==> config.mk <==
export PLATFORM = sky130hd
export DESIGN_NAME = ir_pulse_distance_decoder_top
export DESIGN_NICKNAME = d
export VERILOG_FILES = /design/src/sv/irpd_pkg.sv /design/src/sv/irpd_core.sv /design/src/sv/ir_pulse_distance_decoder_top.sv
export SDC_FILE = /design/constraint.sdc
export NUM_CORES = 1
export LEC_CHECK = 0
export ABC_AREA = 1
export CAP_MARGIN = 5
export CELL_PAD_IN_SITES_DETAIL_PLACEMENT = 1
export CELL_PAD_IN_SITES_GLOBAL_PLACEMENT = 2
export CORE_MARGIN = 3
export CORE_UTILIZATION = 41
export DETAILED_ROUTE_END_ITERATION = 16
export DONT_BUFFER_PORTS = 1
export PLACE_DENSITY_LB_ADDON = 0.2
export SLEW_MARGIN = 10
export SYNTH_ARGS = -nofsm -noshare
export SYNTH_HDL_FRONTEND = slang
export SYNTH_SLANG_ARGS = --single-unit
==> constraint.sdc <==
create_clock -name clk -period 5.6 [get_ports clk]
set_input_delay 1.4 -clock clk [delete_from_list [all_inputs] [get_ports clk]]
set_output_delay 1.4 -clock clk [all_outputs]
set_load 0.02 [all_outputs]
==> src/sv/irpd_pkg.sv <==
`timescale 1ns / 1ps
// Package for the IR pulse-distance decoder: register indexes, reset values,
// field widths and the configuration and result types. No dependencies.
package irpd_pkg;

  localparam int INTERVAL_W = 16;
  localparam int CMD_W      = 8;
  localparam int CFG_IDX_W  = 3;
  localparam int POS_CMP_W  = 8;

  localparam int FRAME_EDGES_DEF    = 68;
  localparam int FIRST_DATA_POS_DEF = 34;

  localparam logic [INTERVAL_W-1:0] GAP_THRESHOLD_RST = 16'd20000;
  localparam logic [INTERVAL_W-1:0] LEADER_MIN_RST    = 16'd11000;
  localparam logic [INTERVAL_W-1:0] LEADER_MAX_RST    = 16'd15000;
  localparam logic [INTERVAL_W-1:0] ONE_MIN_RST       = 16'd1800;
  localparam logic [INTERVAL_W-1:0] ONE_MAX_RST       = 16'd3000;

  typedef enum logic [CFG_IDX_W-1:0] {
    REG_GAP_THRESHOLD = 3'd0,
    REG_LEADER_MIN    = 3'd1,
    REG_LEADER_MAX    = 3'd2,
    REG_ONE_MIN       = 3'd3,
    REG_ONE_MAX       = 3'd4
  } irpd_reg_t;

  typedef struct packed {
    logic [INTERVAL_W-1:0] gap_threshold;
    logic [INTERVAL_W-1:0] leader_min;
    logic [INTERVAL_W-1:0] leader_max;
    logic [INTERVAL_W-1:0] one_min;
    logic [INTERVAL_W-1:0] one_max;
  } irpd_cfg_t;

  typedef struct packed {
    logic             frame_done;
    logic             leader_ok;
    logic [CMD_W-1:0] command;
  } irpd_result_t;

endpackage

==> src/sv/irpd_core.sv <==
`timescale 1ns / 1ps
// Frame tracking for the IR decoder: edge position, leader check and command
// bits, updated once per accepted interval. Depends on irpd_pkg.
module irpd_core #(
  parameter int FRAME_EDGES    = irpd_pkg::FRAME_EDGES_DEF,
  parameter int FIRST_DATA_POS = irpd_pkg::FIRST_DATA_POS_DEF
) (
  input  logic                            clk,
  input  logic                            rst_n,
  input  logic                            accept,
  input  logic [irpd_pkg::INTERVAL_W-1:0] interval_us,
  input  irpd_pkg::irpd_cfg_t             cfg,
  output irpd_pkg::irpd_result_t          result
);
  import irpd_pkg::*;

  localparam int PW = $clog2(FRAME_EDGES);
  localparam logic [PW-1:0]        LEADER_POS = PW'(1);
  localparam logic [PW-1:0]        LAST_POS   = PW'(FRAME_EDGES - 1);
  localparam logic [POS_CMP_W-1:0] FIRST_L    = POS_CMP_W'(FIRST_DATA_POS);
  localparam logic [POS_CMP_W-1:0] END_L      = POS_CMP_W'(FIRST_DATA_POS + CMD_W);

  logic [PW-1:0]    pos_r, pos_nxt, pos_cur;
  logic             leader_r, leader_nxt;
  logic [CMD_W-1:0] cmd_r, cmd_nxt;
  logic [POS_CMP_W-1:0] pos_ext, bit_off;
  logic             is_one, in_leader_win, done;

  always_comb begin
    pos_cur       = (interval_us > cfg.gap_threshold) ? '0 : pos_r;
    pos_ext       = POS_CMP_W'(pos_cur);
    bit_off       = pos_ext - FIRST_L;
    is_one        = (interval_us >= cfg.one_min) && (interval_us <= cfg.one_max);
    in_leader_win = (interval_us >= cfg.leader_min) && (interval_us <= cfg.leader_max);
    done          = (pos_cur == LAST_POS);

    leader_nxt = leader_r;
    if (pos_cur == LEADER_POS) begin
      leader_nxt = in_leader_win;
    end
    cmd_nxt = cmd_r;
    if ((pos_ext >= FIRST_L) && (pos_ext < END_L)) begin
      cmd_nxt[bit_off[2:0]] = is_one;
    end
    pos_nxt = done ? '0 : pos_cur + PW'(1);

    result.frame_done = done;
    result.leader_ok  = done && leader_nxt;
    result.command    = (done && leader_nxt) ? cmd_nxt : '0;
  end

  always_ff @(posedge clk) begin
    if (!rst_n) begin
      pos_r    <= '0;
      leader_r <= 1'b0;
      cmd_r    <= '0;
    end else if (accept) begin
      pos_r    <= pos_nxt;
      leader_r <= leader_nxt;
      cmd_r    <= cmd_nxt;
    end
  end

endmodule

==> src/sv/ir_pulse_distance_decoder_top.sv <==
`timescale 1ns / 1ps
// Top level of the IR pulse-distance decoder: configuration registers,
// frame tracking core and a two-entry output stage. Depends on irpd_pkg, irpd_core.
//
// Usage:
//   Each input beat carries one edge-to-edge interval in microseconds on
//   in_tdata. Every input beat produces exactly one output beat. out_tlast
//   is high on the beat that completes a frame; out_tuser then gives the
//   leader check and out_tdata the command byte (zero when the leader failed
//   or no frame was completed).
//   An accepted beat's result is registered in the result register, or in the
//   skid entry while the receiver stalls. Throughput is one beat per cycle
//   when the receiver does not stall; the core's compare logic is combinational.
//   The output stage holds a result register and one skid entry, so a new
//   beat is taken while a result still waits. When the receiver stalls,
//   in_tready falls once both entries are full and rises again after the
//   receiver takes a beat. in_tready comes straight from a register.
//   Reset clears the frame position, leader flag and command bits, empties
//   the output stage and loads the register reset values. Configuration is
//   written by the user through cfg_we, cfg_index and cfg_data while the block
//   is idle, not enforced by the block; writes past the last index are ignored.
module ir_pulse_distance_decoder_top #(
  parameter int FRAME_EDGES    = irpd_pkg::FRAME_EDGES_DEF,
  parameter int FIRST_DATA_POS = irpd_pkg::FIRST_DATA_POS_DEF
) (
  input  logic                            clk,
  input  logic                            rst_n,
  input  logic                            in_tvalid,
  output logic                            in_tready,
  input  logic [irpd_pkg::INTERVAL_W-1:0] in_tdata,   // [15:0] interval_us
  output logic                            out_tvalid,
  input  logic                            out_tready,
  output logic [irpd_pkg::CMD_W-1:0]      out_tdata,  // [7:0] command
  output logic                            out_tlast,  // frame_done
  output logic                            out_tuser,  // [0] leader_ok
  input  logic                            cfg_we,
  input  logic [irpd_pkg::CFG_IDX_W-1:0]  cfg_index,
  input  logic [irpd_pkg::INTERVAL_W-1:0] cfg_data
);
  import irpd_pkg::*;

  irpd_cfg_t    cfg_r;
  irpd_result_t rslt;
  irpd_result_t out_r, skid_r;
  logic         out_valid_r, skid_valid_r;
  logic         accept;

  assign in_tready  = !skid_valid_r;
  assign accept     = in_tvalid && in_tready;
  assign out_tvalid = out_valid_r;
  assign out_tlast  = out_r.frame_done;
  assign out_tuser  = out_r.leader_ok;
  assign out_tdata  = out_r.command;

  always_ff @(posedge clk) begin
    if (!rst_n) begin
      cfg_r.gap_threshold <= GAP_THRESHOLD_RST;
      cfg_r.leader_min    <= LEADER_MIN_RST;
      cfg_r.leader_max    <= LEADER_MAX_RST;
      cfg_r.one_min       <= ONE_MIN_RST;
      cfg_r.one_max       <= ONE_MAX_RST;
    end else if (cfg_we) begin
      unique case (cfg_index)
        REG_GAP_THRESHOLD: cfg_r.gap_threshold <= cfg_data;
        REG_LEADER_MIN:    cfg_r.leader_min    <= cfg_data;
        REG_LEADER_MAX:    cfg_r.leader_max    <= cfg_data;
        REG_ONE_MIN:       cfg_r.one_min       <= cfg_data;
        REG_ONE_MAX:       cfg_r.one_max       <= cfg_data;
        default: begin
        end
      endcase
    end
  end

  irpd_core #(
    .FRAME_EDGES    (FRAME_EDGES),
    .FIRST_DATA_POS (FIRST_DATA_POS)
  ) u_core (
    .clk         (clk),
    .rst_n       (rst_n),
    .accept      (accept),
    .interval_us (in_tdata),
    .cfg         (cfg_r),
    .result      (rslt)
  );

  always_ff @(posedge clk) begin
    if (!rst_n) begin
      out_valid_r  <= 1'b0;
      skid_valid_r <= 1'b0;
    end else if (!out_valid_r || out_tready) begin
      if (skid_valid_r) begin
        out_r        <= skid_r;
        out_valid_r  <= 1'b1;
        skid_valid_r <= 1'b0;
      end else begin
        out_r       <= rslt;
        out_valid_r <= accept;
      end
    end else if (accept) begin
      skid_r       <= rslt;
      skid_valid_r <= 1'b1;
    end
  end

endmodule
=== After elaboration in Yosys (flattened, before gate mapping) ===
Cells that the tools add are included.

* Word-level logic and storage cells: 63
* Input port bits: 40
* Flip-flop bits (word level): 118

* $add $sub $neg: 2
* Reductions and logical operators: 18
* Bitwise operators: 2
* Magnitude comparators: 9
* Mux-type cells: 10
* Equality and inequality tests: 6

{| class="wikitable"
|+ Operators with widths
! cell !! count
|-
| >= comparator 16 bit || 2
|-
| less-or-equal comparator 16 bit || 2
|-
| > comparator 16 bit || 1
|-
| 2-to-1 mux 8 bit || 2
|-
| 2-to-1 mux 7 bit || 2
|-
| AND reduction 2 bit || 6
|-
| 2-to-1 mux 10 bit || 1
|-
| bitwise mux 8 bit || 1
|-
| adder 7 x 1 -> 7 bit (second input constant) || 1
|-
| equality test 7 x 1 -> 1 bit (second input constant) || 1
|-
| equality test 7 bit (second input constant) || 1
|-
| >= comparator 7 x 6 -> 1 bit (second input constant) || 1
|-
| less-than comparator 7 x 6 -> 1 bit (second input constant) || 1
|-
| equality test 3 x 2 -> 1 bit (second input constant) || 2
|-
| logical AND 1 bit || 6
|-
| less-than comparator 3 x 4 -> 1 bit (second input constant) || 1
|-
| demux 1 bit (select 3 bit) || 1
|-
| equality test 3 x 1 -> 1 bit (second input constant) || 1
|-
| equality test 3 bit (second input constant) || 1
|-
| >= comparator 3 x 1 -> 1 bit (second input constant) || 1
|-
| zero test 3 bit || 1
|-
| 2-to-1 mux 1 bit || 3
|-
| AND reduction 3 bit || 1
|-
| subtractor 3 x 2 -> 3 bit (second input constant) || 1
|-
| 4 further kinds || 6
|}

=== Depth between registers and ports, before layout ===
* Depth in word-level cells: 11
* Mapped depth: 22
* Depth with buffers taken out: 22

=== Cells and area by module ===
A second synthesis with hierarchy kept.

* Cell total of the unflattened synthesis: 1,033
* Area, all modules: 7,229.4 µm²

{| class="wikitable"
|+ Modules (own cells, without submodules)
! module !! sequential area each (µm²) !! instances !! area an instance (µm²) !! cells each
|-
| ir_pulse_distance_decoder_top || 2,242.2 || 1 || 3,926.3 || 497
|-
| irpd_core || 320.3 || 1 || 3,303.2 || 536
|}

=== Worst setup path before layout ===
No wires, ideal clock.

* Path kind: input-to-reg
* Start: input port in_tdata[15] (netlist bit)
* End: register out_r (netlist bit out_tuser) (data pin)
* Setup time: 0.145 ns
* Slack: 2.071 ns
* Cell stages on the path: 12
* Data required time: 5.455 ns
* Arrival: 3.384 ns
* Path buffers: 0
* Cell sequence: ha_1 nand2_1 nor3_2 nand3_1 a21oi_1 ha_1 inv_1 nor2_1 nand2_2 nor2_8 inv_2 o21ai_1

{| class="wikitable"
|+ RTL lines
! item !! line !! source
|-
| start, declared || ir_pulse_distance_decoder_top.sv:30 || <nowiki>input logic [irpd_pkg::INTERVAL_W-1:0] in_tdata,</nowiki>
|-
| end signal, assigned || ir_pulse_distance_decoder_top.sv:93 || <nowiki>out_r <= skid_r;</nowiki>
|-
| end signal, assigned || ir_pulse_distance_decoder_top.sv:97 || <nowiki>out_r <= rslt;</nowiki>
|-
| end, declared || ir_pulse_distance_decoder_top.sv:44 || <nowiki>irpd_result_t out_r, skid_r;</nowiki>
|}

==> flow_metrics.tcl <==
set metrics [dict create \
    hold_viol 0 \
    rr_startpoint "cfg_r[75]$_SDFFE_PN1P_" \
    floorplan.initialDensity_pct 42.2 \
    h-tree-depth 4 \
    cts.repair.resized 0 \
    n_fill_cell 2003 \
    drtIter0Drc 255 \
    clock_latency_ns 0.42 \
    vias_per_cell 5.33 \
    row_count 46 \
    clock_skew_ns 0.00931 \
    endpoint "skid_r[1]$_DFFE_PP_" \
    route.vias.total 5875 \
    maxSlewViolCount 0 \
    worstSetupStartpoint "in_tdata[11]" \
    cts.clk_slew.worst_paths_ns 0.06 \
    crit_fanout 10 \
    routabilityCongestion 0.865 \
    synth-async-reset-ratio_pct 0 \
    crit_required_ns 5.86 \
    drt-met1-wl_um 9020 \
    grt_util_all_layers_pct 22.1 \
    cts_sinks 118 \
    ctsRootBufferMaster "clkbuf_16" \
    drc 0 \
    synth_common_cells "166 x nand2_1, 120 x inv_1, 105 x a21oi_1" \
    synth_edf_count 20 \
    first_global_vias 6130 \
    routed_wirelength_um 19000 \
    core_um2 15900 \
    synth_ff_type "dfxtp_1" \
    leakagePower_nw 3.44 \
    synth_fp_nets 999 \
    synth_top_family_by_area "simple AND/OR/NAND/NOR gates" \
    power_mw 2.20 \
    cts_tree "built" \
    synth_xor_area_share_pct 0.130 \
    tns_ns 0 \
    utilization_pct 47.0 \
    cts_hold_buf 0 \
    yosysTopAreaCellShare_pct 29.2 \
    route.met3.wl_um 773 \
    synth.most_common_cell "nand2_1" \
    cts_buffer_depth 2 \
    avgRoutedWirePerCell_um 17.3 \
    crit_type "input port to register" \
    synthSimpleGateAreaFrac_pct 20.2 \
    top_layer_used "met4" \
    rsz0062_at_grt "no" \
    syn_area_um2 6730 \
    yosysUniqueCellTypes 35 \
    worstMarginPinSlew_ns 0.939 \
    diodes 0 \
    arrival_ns 4.05 \
    area_delta_synth_final_pct 11.4 \
    cts_setup_buffers 0 \
    ant_nets 0 \
    min_period_ns 3.79 \
    regToRegEndpoint "skid_r[1]$_DFFE_PP_" \
    die_area_um2 18000 \
    reg2reg_slack_ns 2.46 \
    avgSynthCellArea_um2 7.67 \
    cellPowerDensity_nw_per_um2 293 \
    setup_violations 0 \
    grt_overflow_total 0 \
    fp.dieH_um 134 \
    yosys.area.top_type "dfxtp_1" \
    grt_max_degree 81 \
    whs_path_depth 2 \
    netlist_instances 877 \
    cap_violations 0 \
    rr_worst_depth 14 \
    yosysWarnings 0 \
    die_x_um 134 \
    worstSetupStartpointType "input port" \
    synth_seq_cells 118 \
    antenna_found_initial 0 \
    crit_path_end_kind "register" \
    hold_class "register to register" \
    synth_area_leaders "dfxtp_1 29%, ha_1 15%, nand2_1 9.3%, edfxtp_1 8.9%, a21oi_1 7.8%" \
    grt_pass1_wl_um 31500 \
    fmax_mhz 264 \
    final_nets 996 \
    firstDrtPassIters 4 \
    synth.mux.area_fraction_pct 0 \
    hpwl_um 14200 \
    numCtsBuffers 17 \
    regArea_um2 2560 \
    synth_compound_area_share_pct 17.7 \
    port_buffers 0 \
    synth_seq_area_share_pct 38.1 \
    relSlewSlack_pct 37.2 \
    synth_fa_ha_area_share_pct 15.3 \
    io_pins 52 \
    drive_gt1_share_pct 7.89 \
    dr_wl_met2_um 8840 \
    multi_input_area_um2 3590 \
    outcome "completed" \
    fin_crit_sh_pct 67.6 \
    vdd_drop_max_mv 0.219 \
]
-- cells in the final DEF, fill, tap and decap left out, drive strengths merged, types with 4 or more instances in the layout --
cell	instances
dfxtp	98
clkbuf	17
nand4	5
nor2	66
ha	82
o211ai	28
inv	132
a21oi	105
nor3	5
nand3	37
edfxtp	20
o21ai	78
nand2	185
o21a	4
buf	5
-- worst max-delay path, stage by stage --
cell,delay (ns)
ha_1,0.32
a21oi_1,0.19
nand2_1,0.10
a21oi_1,0.22
nand2_2,0.11
a21oi_1,0.46
ha_1,0.32
inv_1,0.10
nor2_1,0.14
nand2_2,0.15
nor2_8,0.25
inv_2,0.11
a21oi_1,0.15
-- area by class of cell --
cell class	instances	area share, %
multi-input combinational	608	47.9
sequential	118	34.2
inverter	124	6.21
clock buffer	17	5.68
tap	216	3.61
clock inverter	15	1.90
timing repair buffer	5	0.501
-- how the worst min path moves through the flow --
| stage | from | end |
|---|---|---|
| floorplan | cfg_r[10]$_SDFFE_PN0P_ | cfg_r[10]$_SDFFE_PN0P_ |
| global placement | cfg_r[30]$_SDFFE_PN0P_ | cfg_r[30]$_SDFFE_PN0P_ |
| detailed placement | cfg_r[12]$_SDFFE_PN0P_ | cfg_r[12]$_SDFFE_PN0P_ |
| CTS | cfg_r[12]$_SDFFE_PN0P_ | cfg_r[12]$_SDFFE_PN0P_ |
| global route | cfg_r[20]$_SDFFE_PN0P_ | cfg_r[20]$_SDFFE_PN0P_ |
| finish | cfg_r[12]$_SDFFE_PN0P_ | cfg_r[12]$_SDFFE_PN0P_ |
-- kinds of logic (layout without fill, tap and decap cells) --
logic type	Yosys count	count (layout)
adders and majority gates	82	82
and+or+nand+nor	306	306
buffers and inverters	151	161
AOI/OAI and AO/OA	219	219
DFF	118	118
xor gates and xnor gates	1	1
-- metal layers --
| layer | vias up | track usage, % |
|---|---|---|
| met5 | - | 0 |
| met3 | 27 | 4.91 |
| met1 | 2818 | 28.8 |
| met4 | 0 | 6.73 |
| met2 | 105 | 36.8 |
| li1 | 2925 | - |
-- per-stage QoR --
step / instance area (um2) / hold WS, ns / std cells / setup WS, ns
floorplan: 6730 / 0.433 / 877 / 2.07
detailed placement: 6930 / 0.452 / 1071 / 1.45
CTS: 7490 / 0.460 / 1103 / 1.81
global placement: 6930 / 0.442 / 1071 / 1.66
finish: 7490 / 0.453 / 1103 / 1.81
global route: 7490 / 0.476 / 1103 / 1.55
-- sequential cells by signal, indices dropped and copies added, names as in the netlist --
name and flops:
cfg_r 80, out_tdata 8, out_tlast 1, out_tuser 1
out_tvalid 1, skid_r 10, skid_valid_r 1, u_core.cmd_r 8
u_core.leader_r 1, u_core.pos_r 7
-- power breakdown --
part	switching [mW]	internal [mW]
clock network	0.438	0.620
logic	0.143	0.0794
registers	0.0212	0.895
total	0.602	1.59
Note: power is estimated with default switching activity, not from simulation.
